$ cat config.mk
export PLATFORM = sky130hd
export DESIGN_NAME = gemm_tile_plan_sequencer
export DESIGN_NICKNAME = d
export VERILOG_FILES = /design/src/sv/gtps_pkg.sv /design/src/sv/gtps_ctrl.sv /design/src/sv/gtps_dp.sv /design/src/sv/gemm_tile_plan_sequencer.sv
export SDC_FILE = /design/constraint.sdc
export NUM_CORES = 1
export LEC_CHECK = 0
export ABC_AREA = 1
export BUFFER_PORTS_ARGS = -buffer_cell sky130_fd_sc_hd__buf_2
export CAP_MARGIN = 10
export CORE_MARGIN = 5
export CORE_UTILIZATION = 43
export DETAILED_ROUTE_END_ITERATION = 6
export GPL_TIMING_DRIVEN = 0
export PLACE_DENSITY = 0.65
export SLEW_MARGIN = 20
export SYNTH_ARGS = -nofsm -noshare
export SYNTH_HDL_FRONTEND = slang
export SYNTH_SLANG_ARGS = --single-unit
$ cat constraint.sdc
create_clock -name clk -period 4.7 [get_ports clk]
set_input_delay 0.235 -clock clk [delete_from_list [all_inputs] [get_ports clk]]
set_output_delay 0.235 -clock clk [all_outputs]
set_load 0.02 [all_outputs]
$ cat src/sv/gtps_pkg.sv
`timescale 1ns / 1ps
// Shared types and constants for the GEMM tile plan sequencer.
// Used by gtps_ctrl, gtps_dp and gemm_tile_plan_sequencer; depends on nothing.

package gtps_pkg;

    // Result status codes.
    localparam logic [1:0] ST_TILE     = 2'd0;
    localparam logic [1:0] ST_EMPTY    = 2'd1;
    localparam logic [1:0] ST_OVERFLOW = 2'd2;

    // Default tiling.
    localparam int TILE_M_DEF    = 16;
    localparam int TILE_N_DEF    = 16;
    localparam int TILE_K_DEF    = 16;
    localparam int MAX_TILES_DEF = 64;

    // Field widths.
    localparam int DIM_W   = 16;
    localparam int COUNT_W = 5;
    localparam int IDX_W   = 6;
    localparam int STAT_W  = 2;

    // Tile-count search: counts reach at most 64, running edges at most 64 times the tile size.
    localparam int CNT_W   = 7;
    localparam int ACC_W   = 17;
    localparam int PROD1_W = 2 * CNT_W;
    localparam int PROD2_W = 3 * CNT_W;

    typedef struct packed {
        logic              capture;
        logic              count_step;
        logic              mul_first;
        logic              mul_second;
        logic              load_tile;
        logic              load_flag;
        logic [STAT_W-1:0] flag_status;
    } gtps_cmd_t;

    typedef struct packed {
        logic any_zero;
        logic count_done;
        logic too_many;
        logic slot_free;
        logic walk_last;
    } gtps_sts_t;

endpackage

$ cat src/sv/gtps_ctrl.sv
`timescale 1ns / 1ps
// Controller state machine of the GEMM tile plan sequencer.
// Depends on gtps_pkg for the command and status structs and status codes.

module gtps_ctrl
(
    input  logic                clk,
    input  logic                rst_n,
    input  logic                in_valid,
    output logic                in_ready,
    input  gtps_pkg::gtps_sts_t sts,
    output gtps_pkg::gtps_cmd_t cmd
);

    localparam logic [2:0] S_IDLE   = 3'd0;
    localparam logic [2:0] S_DECIDE = 3'd1;
    localparam logic [2:0] S_COUNT  = 3'd2;
    localparam logic [2:0] S_MUL1   = 3'd3;
    localparam logic [2:0] S_MUL2   = 3'd4;
    localparam logic [2:0] S_CHECK  = 3'd5;
    localparam logic [2:0] S_WALK   = 3'd6;
    localparam logic [2:0] S_FLAG   = 3'd7;

    logic [2:0]                  state_reg;
    logic [2:0]                  state_next;
    logic [gtps_pkg::STAT_W-1:0] flag_reg;
    logic [gtps_pkg::STAT_W-1:0] flag_next;

    assign in_ready = (state_reg == S_IDLE);

    always_comb
    begin
        state_next      = state_reg;
        flag_next       = flag_reg;
        cmd             = '0;
        cmd.flag_status = flag_reg;
        unique case (state_reg)
            S_IDLE:
            begin
                if (in_valid)
                begin
                    cmd.capture = 1'b1;
                    state_next  = S_DECIDE;
                end
            end
            S_DECIDE:
            begin
                if (sts.any_zero)
                begin
                    flag_next  = gtps_pkg::ST_EMPTY;
                    state_next = S_FLAG;
                end
                else
                begin
                    state_next = S_COUNT;
                end
            end
            S_COUNT:
            begin
                cmd.count_step = 1'b1;
                if (sts.count_done)
                begin
                    state_next = S_MUL1;
                end
            end
            S_MUL1:
            begin
                cmd.mul_first = 1'b1;
                state_next    = S_MUL2;
            end
            S_MUL2:
            begin
                cmd.mul_second = 1'b1;
                state_next     = S_CHECK;
            end
            S_CHECK:
            begin
                if (sts.too_many)
                begin
                    flag_next  = gtps_pkg::ST_OVERFLOW;
                    state_next = S_FLAG;
                end
                else
                begin
                    state_next = S_WALK;
                end
            end
            S_WALK:
            begin
                if (sts.slot_free)
                begin
                    cmd.load_tile = 1'b1;
                    if (sts.walk_last)
                    begin
                        state_next = S_IDLE;
                    end
                end
            end
            S_FLAG:
            begin
                if (sts.slot_free)
                begin
                    cmd.load_flag = 1'b1;
                    state_next    = S_IDLE;
                end
            end
            default:
            begin
                state_next = S_IDLE;
            end
        endcase
    end

    always_ff @(posedge clk or negedge rst_n)
    begin
        if (!rst_n)
        begin
            state_reg <= S_IDLE;
            flag_reg  <= gtps_pkg::ST_TILE;
        end
        else
        begin
            state_reg <= state_next;
            flag_reg  <= flag_next;
        end
    end

endmodule

$ cat src/sv/gtps_dp.sv
`timescale 1ns / 1ps
// Datapath of the GEMM tile plan sequencer: tile-count search, overflow check,
// tile walk counters and the output register. Depends on gtps_pkg.

module gtps_dp
#(
    parameter int TILE_M    = gtps_pkg::TILE_M_DEF,
    parameter int TILE_N    = gtps_pkg::TILE_N_DEF,
    parameter int TILE_K    = gtps_pkg::TILE_K_DEF,
    parameter int MAX_TILES = gtps_pkg::MAX_TILES_DEF
)
(
    input  logic                                 clk,
    input  logic                                 rst_n,
    input  logic [gtps_pkg::DIM_W-1:0]           rows_m,
    input  logic [gtps_pkg::DIM_W-1:0]           cols_n,
    input  logic [gtps_pkg::DIM_W-1:0]           depth_k,
    input  gtps_pkg::gtps_cmd_t                  cmd,
    output gtps_pkg::gtps_sts_t                  sts,
    output logic                                 out_valid,
    input  logic                                 out_ready,
    output logic [gtps_pkg::STAT_W-1:0]          status,
    output logic [gtps_pkg::IDX_W-1:0]           tile_index,
    output logic [gtps_pkg::DIM_W-1:0]           row_start,
    output logic [gtps_pkg::COUNT_W-1:0]         row_count,
    output logic [gtps_pkg::DIM_W-1:0]           col_start,
    output logic [gtps_pkg::COUNT_W-1:0]         col_count,
    output logic [gtps_pkg::DIM_W-1:0]           depth_start,
    output logic [gtps_pkg::COUNT_W-1:0]         depth_count,
    output logic                                 first_depth,
    output logic                                 last_depth,
    output logic                                 last
);

    localparam int ACC_W   = gtps_pkg::ACC_W;
    localparam int CNT_W   = gtps_pkg::CNT_W;
    localparam int DIM_W   = gtps_pkg::DIM_W;
    localparam int COUNT_W = gtps_pkg::COUNT_W;
    localparam int IDX_W   = gtps_pkg::IDX_W;
    localparam int STAT_W  = gtps_pkg::STAT_W;

    // Dimension 0 is M, 1 is N, 2 is K.
    logic [2:0][ACC_W-1:0]   tile_acc;
    logic [2:0][DIM_W-1:0]   dim_reg;
    logic [2:0][ACC_W-1:0]   acc_reg;
    logic [2:0][ACC_W-1:0]   acc_next;
    logic [2:0][CNT_W-1:0]   cnt_reg;
    logic [2:0][CNT_W-1:0]   cnt_next;
    logic [2:0]              done_reg;
    logic [2:0]              done_next;
    logic [2:0]              big_reg;
    logic [2:0]              big_next;
    logic [gtps_pkg::PROD1_W-1:0] prod1_reg;
    logic [gtps_pkg::PROD2_W-1:0] prod2_reg;

    logic [2:0][DIM_W-1:0]   start_reg;
    logic [2:0][DIM_W-1:0]   start_next;
    logic [2:0][DIM_W-1:0]   rest;
    logic [2:0]              fits;
    logic [2:0][COUNT_W-1:0] cnt_val;
    logic [IDX_W-1:0]        idx_reg;
    logic                    slot_free;

    logic                    out_valid_reg;
    logic [STAT_W-1:0]       status_reg;
    logic [IDX_W-1:0]        tile_index_reg;
    logic [DIM_W-1:0]        row_start_reg;
    logic [COUNT_W-1:0]      row_count_reg;
    logic [DIM_W-1:0]        col_start_reg;
    logic [COUNT_W-1:0]      col_count_reg;
    logic [DIM_W-1:0]        depth_start_reg;
    logic [COUNT_W-1:0]      depth_count_reg;
    logic                    first_depth_reg;
    logic                    last_depth_reg;
    logic                    last_reg;

    assign tile_acc = {ACC_W'(TILE_K), ACC_W'(TILE_N), ACC_W'(TILE_M)};

    // Tile counts are found by stepping a running tile edge past each size,
    // all three sizes in parallel, giving up once a count reaches MAX_TILES.
    always_comb
    begin
        for (int i = 0; i < 3; i++)
        begin
            acc_next[i]  = acc_reg[i];
            cnt_next[i]  = cnt_reg[i];
            done_next[i] = done_reg[i];
            big_next[i]  = big_reg[i];
            if (cmd.capture)
            begin
                acc_next[i]  = tile_acc[i];
                cnt_next[i]  = CNT_W'(1);
                done_next[i] = 1'b0;
                big_next[i]  = 1'b0;
            end
            else if (cmd.count_step && !done_reg[i])
            begin
                if (acc_reg[i] >= {1'b0, dim_reg[i]})
                begin
                    done_next[i] = 1'b1;
                end
                else if (cnt_reg[i] == CNT_W'(MAX_TILES))
                begin
                    done_next[i] = 1'b1;
                    big_next[i]  = 1'b1;
                end
                else
                begin
                    acc_next[i] = acc_reg[i] + tile_acc[i];
                    cnt_next[i] = cnt_reg[i] + CNT_W'(1);
                end
            end
        end
    end

    // Walk: a range is on its last tile when what remains fits in one tile.
    always_comb
    begin
        for (int i = 0; i < 3; i++)
        begin
            rest[i]    = dim_reg[i] - start_reg[i];
            fits[i]    = ({1'b0, rest[i]} <= tile_acc[i]);
            cnt_val[i] = fits[i] ? rest[i][COUNT_W-1:0] : tile_acc[i][COUNT_W-1:0];
        end
    end

    always_comb
    begin
        start_next = start_reg;
        if (cmd.capture)
        begin
            start_next = '0;
        end
        else if (cmd.load_tile)
        begin
            start_next[2] = fits[2] ? '0 : start_reg[2] + tile_acc[2][DIM_W-1:0];
            if (fits[2])
            begin
                start_next[1] = fits[1] ? '0 : start_reg[1] + tile_acc[1][DIM_W-1:0];
                if (fits[1])
                begin
                    start_next[0] = start_reg[0] + tile_acc[0][DIM_W-1:0];
                end
            end
        end
    end

    assign slot_free = !out_valid_reg || out_ready;

    assign sts.any_zero   = (dim_reg[0] == '0) || (dim_reg[1] == '0) || (dim_reg[2] == '0);
    assign sts.count_done = &done_reg;
    assign sts.too_many   = (|big_reg) || (prod2_reg > gtps_pkg::PROD2_W'(MAX_TILES));
    assign sts.slot_free  = slot_free;
    assign sts.walk_last  = &fits;

    always_ff @(posedge clk or negedge rst_n)
    begin
        if (!rst_n)
        begin
            acc_reg       <= '0;
            cnt_reg       <= '0;
            done_reg      <= '0;
            big_reg       <= '0;
            start_reg     <= '0;
            idx_reg       <= '0;
            out_valid_reg <= 1'b0;
        end
        else
        begin
            acc_reg   <= acc_next;
            cnt_reg   <= cnt_next;
            done_reg  <= done_next;
            big_reg   <= big_next;
            start_reg <= start_next;
            if (cmd.capture)
            begin
                idx_reg <= '0;
            end
            else if (cmd.load_tile)
            begin
                idx_reg <= idx_reg + IDX_W'(1);
            end
            if (cmd.load_tile || cmd.load_flag)
            begin
                out_valid_reg <= 1'b1;
            end
            else if (out_ready)
            begin
                out_valid_reg <= 1'b0;
            end
        end
    end

    always_ff @(posedge clk)
    begin
        if (cmd.capture)
        begin
            dim_reg <= {depth_k, cols_n, rows_m};
        end
        if (cmd.mul_first)
        begin
            prod1_reg <= gtps_pkg::PROD1_W'(cnt_reg[0]) * gtps_pkg::PROD1_W'(cnt_reg[1]);
        end
        if (cmd.mul_second)
        begin
            prod2_reg <= gtps_pkg::PROD2_W'(prod1_reg) * gtps_pkg::PROD2_W'(cnt_reg[2]);
        end
        if (cmd.load_tile)
        begin
            status_reg      <= gtps_pkg::ST_TILE;
            tile_index_reg  <= idx_reg;
            row_start_reg   <= start_reg[0];
            row_count_reg   <= cnt_val[0];
            col_start_reg   <= start_reg[1];
            col_count_reg   <= cnt_val[1];
            depth_start_reg <= start_reg[2];
            depth_count_reg <= cnt_val[2];
            first_depth_reg <= (start_reg[2] == '0);
            last_depth_reg  <= fits[2];
            last_reg        <= &fits;
        end
        else if (cmd.load_flag)
        begin
            status_reg      <= cmd.flag_status;
            tile_index_reg  <= '0;
            row_start_reg   <= '0;
            row_count_reg   <= '0;
            col_start_reg   <= '0;
            col_count_reg   <= '0;
            depth_start_reg <= '0;
            depth_count_reg <= '0;
            first_depth_reg <= 1'b0;
            last_depth_reg  <= 1'b0;
            last_reg        <= 1'b1;
        end
    end

    assign out_valid   = out_valid_reg;
    assign status      = status_reg;
    assign tile_index  = tile_index_reg;
    assign row_start   = row_start_reg;
    assign row_count   = row_count_reg;
    assign col_start   = col_start_reg;
    assign col_count   = col_count_reg;
    assign depth_start = depth_start_reg;
    assign depth_count = depth_count_reg;
    assign first_depth = first_depth_reg;
    assign last_depth  = last_depth_reg;
    assign last        = last_reg;

endmodule

$ cat src/sv/gemm_tile_plan_sequencer.sv
`timescale 1ns / 1ps
// GEMM tile plan sequencer: turns one (M, N, K) request into a stream of
// tile descriptors. Top level; depends on gtps_pkg, gtps_ctrl and gtps_dp.
//
// Usage:
// The input channel (in_valid / in_ready) carries rows_m, cols_n and depth_k.
// The output channel (out_valid / out_ready) carries one tile descriptor per
// transfer, M outermost, then N, then K, and marks the final one with last.
// A request with a zero size gives one transfer with status empty; a request
// whose tile count exceeds MAX_TILES gives one transfer with status overflow.
// One request is handled at a time; in_ready is high only while idle.
// After a request is taken, the block finds the three tile counts by stepping
// a running edge per range (each per-range count stops at MAX_TILES), then
// multiplies the counts, M by N and then by K, and checks the product.
// Descriptors then follow one a cycle while the receiver takes them.
// When the receiver stalls, the output register holds its result and the walk
// pauses; nothing is lost. Reset empties the output register and returns the
// controller to idle.

module gemm_tile_plan_sequencer
#(
    parameter int TILE_M    = gtps_pkg::TILE_M_DEF,
    parameter int TILE_N    = gtps_pkg::TILE_N_DEF,
    parameter int TILE_K    = gtps_pkg::TILE_K_DEF,
    parameter int MAX_TILES = gtps_pkg::MAX_TILES_DEF
)
(
    input  logic                          clk,
    input  logic                          rst_n,
    input  logic                          in_valid,
    output logic                          in_ready,
    input  logic [gtps_pkg::DIM_W-1:0]    rows_m,
    input  logic [gtps_pkg::DIM_W-1:0]    cols_n,
    input  logic [gtps_pkg::DIM_W-1:0]    depth_k,
    output logic                          out_valid,
    input  logic                          out_ready,
    output logic [gtps_pkg::STAT_W-1:0]   status,
    output logic [gtps_pkg::IDX_W-1:0]    tile_index,
    output logic [gtps_pkg::DIM_W-1:0]    row_start,
    output logic [gtps_pkg::COUNT_W-1:0]  row_count,
    output logic [gtps_pkg::DIM_W-1:0]    col_start,
    output logic [gtps_pkg::COUNT_W-1:0]  col_count,
    output logic [gtps_pkg::DIM_W-1:0]    depth_start,
    output logic [gtps_pkg::COUNT_W-1:0]  depth_count,
    output logic                          first_depth,
    output logic                          last_depth,
    output logic                          last
);

    gtps_pkg::gtps_cmd_t cmd;
    gtps_pkg::gtps_sts_t sts;

    gtps_ctrl u_ctrl
    (
        .clk      (clk),
        .rst_n    (rst_n),
        .in_valid (in_valid),
        .in_ready (in_ready),
        .sts      (sts),
        .cmd      (cmd)
    );

    gtps_dp
    #(
        .TILE_M    (TILE_M),
        .TILE_N    (TILE_N),
        .TILE_K    (TILE_K),
        .MAX_TILES (MAX_TILES)
    )
    u_dp
    (
        .clk         (clk),
        .rst_n       (rst_n),
        .rows_m      (rows_m),
        .cols_n      (cols_n),
        .depth_k     (depth_k),
        .cmd         (cmd),
        .sts         (sts),
        .out_valid   (out_valid),
        .out_ready   (out_ready),
        .status      (status),
        .tile_index  (tile_index),
        .row_start   (row_start),
        .row_count   (row_count),
        .col_start   (col_start),
        .col_count   (col_count),
        .depth_start (depth_start),
        .depth_count (depth_count),
        .first_depth (first_depth),
        .last_depth  (last_depth),
        .last        (last)
    );

    // A flag result always closes its plan.
    assert property (@(posedge clk) disable iff (!rst_n)
        out_valid && (status != gtps_pkg::ST_TILE) |-> last)
    else $error("flag result without last");

    // The plan can only end on the last K step of a tile.
    assert property (@(posedge clk) disable iff (!rst_n)
        out_valid && (status == gtps_pkg::ST_TILE) && !last_depth |-> !last)
    else $error("plan ended before the last K step");

    // No request is taken while a plan is still being produced.
    assert property (@(posedge clk) disable iff (!rst_n)
        cmd.load_tile && !sts.walk_last |-> !in_ready)
    else $error("input taken during a tile walk");

    // The first tile of a plan sits at the origin.
    assert property (@(posedge clk) disable iff (!rst_n)
        out_valid && (status == gtps_pkg::ST_TILE) && (tile_index == '0)
        |-> (row_start == '0) && (col_start == '0) && (depth_start == '0) && first_depth)
    else $error("first tile not at the origin");

    // Output status never takes the unused code.
    assert property (@(posedge clk) disable iff (!rst_n)
        out_valid |-> (status == gtps_pkg::ST_TILE) || (status == gtps_pkg::ST_EMPTY)
                      || (status == gtps_pkg::ST_OVERFLOW))
    else $error("unused status code");

endmodule
* Word level (Yosys, flattened, before mapping)
Index checks and enable logic that the tools add are counted.
** Word-level totals
- Flip-flop bits (word level) :: 295
- Bits in read-only memories :: 0
- Input port bits :: 52
- Latch bits :: 0
- RAM bits :: 0
- Memories :: 0
- Output and inout port bits :: 76
- Logic and storage cells :: 220
** Operators by class
- Add/sub/neg operators :: 13
- Order comparisons :: 7
- Shifts and indexed selects :: 0
- $mul :: 2
- Bitwise gates (word level) :: 0
- Reduce and logical (&&, ||, !) cells :: 48
- Div/mod/pow operators :: 0
- Mux-type cells :: 92
- Equal/unequal tests :: 23
** Operators with widths (count)
- 2-to-1 mux 17 bit :: 12
- 2-to-1 mux 16 bit :: 7
- 2-to-1 mux 48 bit :: 2
- 2-to-1 mux 7 bit :: 12
- zero test 16 bit :: 4
- adder 17 x 5 -> 17 bit, second input constant :: 3
- >= comparator 17 x 16 -> 1 bit :: 3
- adder 16 x 5 -> 16 bit, second input constant :: 3
- less-or-equal comparator 16 x 5 -> 1 bit, second input constant :: 3
- subtractor 16 bit :: 3
- 2-to-1 mux 1 bit :: 37
- 2-to-1 mux 5 bit :: 7
- 2-to-1 mux 32 bit :: 1
- AND reduction 3 bit :: 10
- 2-to-1 mux 6 bit :: 4
- one-hot mux 3 bit (8 select lines) :: 1
- nonzero test 2 bit :: 12
- != test 2 bit, second input constant :: 11
- adder 7 x 1 -> 7 bit, second input constant :: 3
- equality test 7 bit, second input constant :: 3
- greater-than comparator 21 x 7 -> 1 bit, second input constant :: 1
- multiplier 14 x 7 -> 21 bit :: 1
- 2-to-1 mux 3 bit :: 6
- multiplier 7 x 7 -> 14 bit :: 1
- 15 further kinds :: 35

* Longest topological paths before layout
- Word-level depth :: 6
- Gate-level depth with buffers :: 22
- Depth with buffers taken out :: 20

* Hierarchy
Synthesis repeated with hierarchy kept, for this count alone.
** Unflattened totals
- Cell total of the unflattened synthesis :: 2540
- Area, all modules :: 20133.1 µm²
** Modules (own cells, without submodules)
- gtps_dp :: sequential area each 7061.8 µm², cells an instance 2486, area an instance 19790.2 µm², instances 1
- gtps_ctrl :: sequential area each 125.1 µm², cells an instance 54, area an instance 342.8 µm², instances 1

* Worst setup path after synthesis
Ideal clock, no wire load.
- Kind :: register to register
- From :: reg u_dp.cnt_reg[19] (netlist bit)
- To :: reg u_dp.prod2_reg[17] (netlist bit), data pin
- Required time :: 4.436 ns
- Arrival :: 4.353 ns
- Cell stages (with the launch flop) :: 20
- Buffers on the path :: 2
- Library setup time :: 0.264 ns
- Setup slack :: 0.083 ns
- Clock period less this slack :: 4.617 ns
- Path through :: dfrtp_1 buf_2 clkbuf_1 nand2_1 fa_1 fa_1 inv_1 fa_1 inv_1 fa_1 inv_1 ha_1 nand2_1 o21ai_0 nand2_1 o211ai_1 a21oi_1 o21bai_1 a31oi_1 xor2_1
** On the way
- Longest elaborated chain between the ends :: 1
** Ends and longest elaborated chain
- from (decl) :: line gtps_dp.sv:47 : logic [2:0][CNT_W-1:0] cnt_reg;
- from (signal assigned) :: line gtps_dp.sv:171 : cnt_reg <= cnt_next;
- multiplier 14 x 7 -> 21 bit :: line gtps_dp.sv:206 : prod2_reg <= gtps_pkg::PROD2_W'(prod1_reg) * gtps_pkg::PROD2_W'(cnt_reg[2]);
- to (signal assigned) :: line gtps_dp.sv:206
- to (decl) :: line gtps_dp.sv:54 : logic [gtps_pkg::PROD2_W-1:0] prod2_reg;
Every way passes these cells.
A chain may end at the register's enable or synchronous reset.

* Final worst setup path
- From :: reg u_dp.cnt_reg[17] (netlist bit)
- To :: reg u_dp.prod2_reg[17] (netlist bit), data pin
Same word-level chain as after synthesis.

==> flow_summary.json <==
{
  "totalPowerFinal_uw": 11300,
  "gp_congestion": 0.910,
  "yosys.area_share.simple_pct": 22.8,
  "synth_compound_area_share_pct": 6.00,
  "finalSetupTns_ns": 0,
  "ant_nets": 0,
  "power.density_nw_per_um2": 498,
  "worstPathMaxFanout": 6,
  "placedCellCount": 3088,
  "synth_warnings": 0,
  "rows": 77,
  "via_per_inst": 5.01,
  "fin_cells": 3198,
  "endpoint_kind": "register",
  "synth_area_leaders": "edfxtp_1, dfrtp_1, nand2_1, ha_1, inv_1",
  "numCtsBuffers": 31,
  "grt_max_degree": 64,
  "io-pin-count": 128,
  "synthDistinctLibCells": 53,
  "drc": 0,
  "portBuffers": 115,
  "yosys_most_used_dff": "edfxtp_1",
  "drt_first_pass_iters": 5,
  "crit_required_ns": 5.02,
  "h-tree-depth": 1,
  "start_kind": "register",
  "path_delay_family": "adder cells",
  "mostFrequentLayoutCell": "nand2_1",
  "fin_ws_ns": 0.144,
  "vdd_ir_drop_max_v": 0.000307,
  "slowest_stage": "fa_1",
  "critPathBufInv": 7,
  "period_minus_slack_ns": 4.56,
  "synth_top_cell_by_area": "edfxtp_1",
  "clk_pin_slew_ns": 0.06,
  "hpwl_um": 36600,
  "slew_headroom_pct": 44.6,
  "dieArea_sq_um": 49300,
  "grtUsageTotal_pct": 19.1,
  "syn_inst": 2361,
  "synth-xor-area-share_pct": 4.30,
  "cap_viol_max_count": 0,
  "wl_per_cell_um": 15.0,
  "grt_overflow": 0,
  "grt_antenna_before_repair": 0,
  "synth_edf_count": 143,
  "grt_use_met3_pct": 2.97,
  "worstMarginPinSlew_ns": 0.831,
  "die_y_um": 222,
  "min_path_type": "input port to register",
  "area_growth_pct": 17.1,
  "slew_viol_final": 0,
  "root_buffer": "clkbuf_16",
  "synthesis.area_sq_um": 19300,
  "totalWireLength_um": 48000,
  "mostFrequentLayoutCells": "nand2_1, inv_1, nor2_1",
  "clock_skew_ns": 0.0206,
  "ys_seq_area_share_pct": 37.2,
  "crit_type": "register to register",
  "cts_tree": "done",
  "hold_viol_final": 0,
  "ys_ff_latch": 259,
  "dr_total_vias": 16000,
  "met2_usage_pct": 32.8,
  "drive_gt1_share_pct": 12.4,
  "place_worst_setup_slack_ns": -0.594,
  "max_freq_mhz": 219,
  "fin_crit_sh_pct": 96.9,
  "rsz0062_at_grt": "yes",
  "core_sq_um": 44300,
  "insertion_delay_ns": 0.58,
  "grt.busiest_layer": "met2",
  "synth.area.mux_share_pct": 0,
  "crit_chain": "buf_6, buf_8, nand2_4, inv_2, fa_1, inv_1, fa_1, inv_2, fa_1, inv_2, fa_1, inv_2, ha_4, nand2_4, nor4_4, a21oi_2, o21bai_1, a31oi_1, xor2_1",
  "die_x_um": 222,
  "p_leak_uw": 0.0116,
  "synth-async-reset-ratio_pct": 44.0,
  "cts_num_sinks": 259,
  "fin_nets": 2877,
  "worstPathArrival_ns": 4.87,
  "start_util_pct": 43.7,
  "grt_pass1_wl_um": 79100,
  "met1_usage_pct": 25.2,
  "synthAdderAreaFrac_pct": 18.9,
  "largest_reg_flops": 48,
  "synth_top_family_by_area": "simple AND/OR/NAND/NOR gates",
  "setup_viol": 0,
  "max_stage_delay_ns": 0.52,
  "final.fill_count": 4160,
  "postSynthAreaPerCell_sq_um": 8.19,
  "n_antenna_cell": 0,
  "synth_top_area_share_pct": 22.2,
  "cts_buffer_depth": 3,
  "status": "completed",
  "drt-initial-drc-count": 1037,
  "grt_pass1_vias": 16100
}
[cell type report]
type | count | area [sq um] | share of cell area [%]
clock inverters | 24 | 209 | 0.922
plain buffers | 52 | 360 | 1.59
clock buffers | 33 | 793 | 3.50
multi-input cells | 1589 | 10300 | 45.6
flip-flops and latches | 259 | 7200 | 31.8
well taps | 592 | 741 | 3.27
inverters | 466 | 1750 | 7.72
repair buffers | 183 | 1280 | 5.63
[logic make-up after synthesis]
family,Yosys count
xor gates and xnor gates,95
DFF,259
adders and majority gates,243
and+or+nand+nor,1028
buffers and inverters,529
other,2
AOI/OAI and AO/OA,205
[what timing repair did]
item,4_1_cts,5_1_grt
endpoints found under the setup margin,11,12
hold buffers,49,0
pin swaps,4,18
endpoints found under the hold margin,99,0
gates resized for setup,35,39
setup buffers,4,10
gates cloned,0,1
[worst min-delay path: cells and delay by family]
| family | cells | cell delay, ns |
|---|---|---|
| compound gates | 1 | 0.16 |
| buf+inv | 1 | 0.14 |
| simple gates | 1 | 0.08 |
[synth_stat cells, types with 4 or more instances]
master	instances
ha_1	160
fa_1	83
o21bai_1	6
xor2_1	73
o22ai_1	10
nor4_1	28
xnor2_1	22
o31ai_1	5
buf_1	4
clkbuf_1	29
nand2_1	544
o21ai_0	46
a31oi_1	8
nor2_2	6
a21oi_1	81
o21ai_1	23
nand2_2	17
buf_4	13
nand3_1	121
inv_2	15
or2_2	9
nand3b_1	8
nor2_1	204
edfxtp_1	143
nand4_1	38
buf_2	13
o21ai_2	12
inv_1	450
dfrtp_1	114
nor3_1	40
[power breakdown]
group	switching (uW)	total [uW]	internal, uW
Clock	992	2380	1380
Combinational	3370	5230	1860
Sequential	488	3690	3200
Total	4850	11300	6450
[path summary, 6_finish.rpt]
check | depth (start not counted) | to | slack [ns] | startpoint
max in group asynchronous | 3 | u_dp.cnt_reg[20] | 3.73 | rst_n
max | 19 | u_dp.prod2_reg[17] | 0.14 | u_dp.cnt_reg[17]
min reg2reg | 1 | u_dp.idx_reg[4] | 0.46 | u_dp.idx_reg[3]
min in group asynchronous | 2 | u_dp.start_reg[29] | 0.21 | rst_n
min | 3 | u_ctrl.state_reg[1] | 0.09 | in_valid
max reg2reg | 19 | u_dp.prod2_reg[17] | 0.14 | u_dp.cnt_reg[17]
[metal layers]
metal  share of wire (%)  routed length, um  up-vias
met5                   0                  0        -
met4                 2.6               1250        0
met3                 5.3               2530       72
met2                  48              23000      395
met1                  44              21300     7655
li1                    -                  -     7908
[per-stage QoR]
step                      util (%)  hold slack [ns]  cell area, sq um
after floorplan                  -          -0.0606             19400
after global placement        46.8            0.412             20700
after detailed placement      47.0            0.243             20800
after CTS                     50.7           0.0660             22500
after global routing          51.1            0.117             22700
final                         51.1           0.0910             22700
No activity file was read; power rests on OpenSTA's default activity.
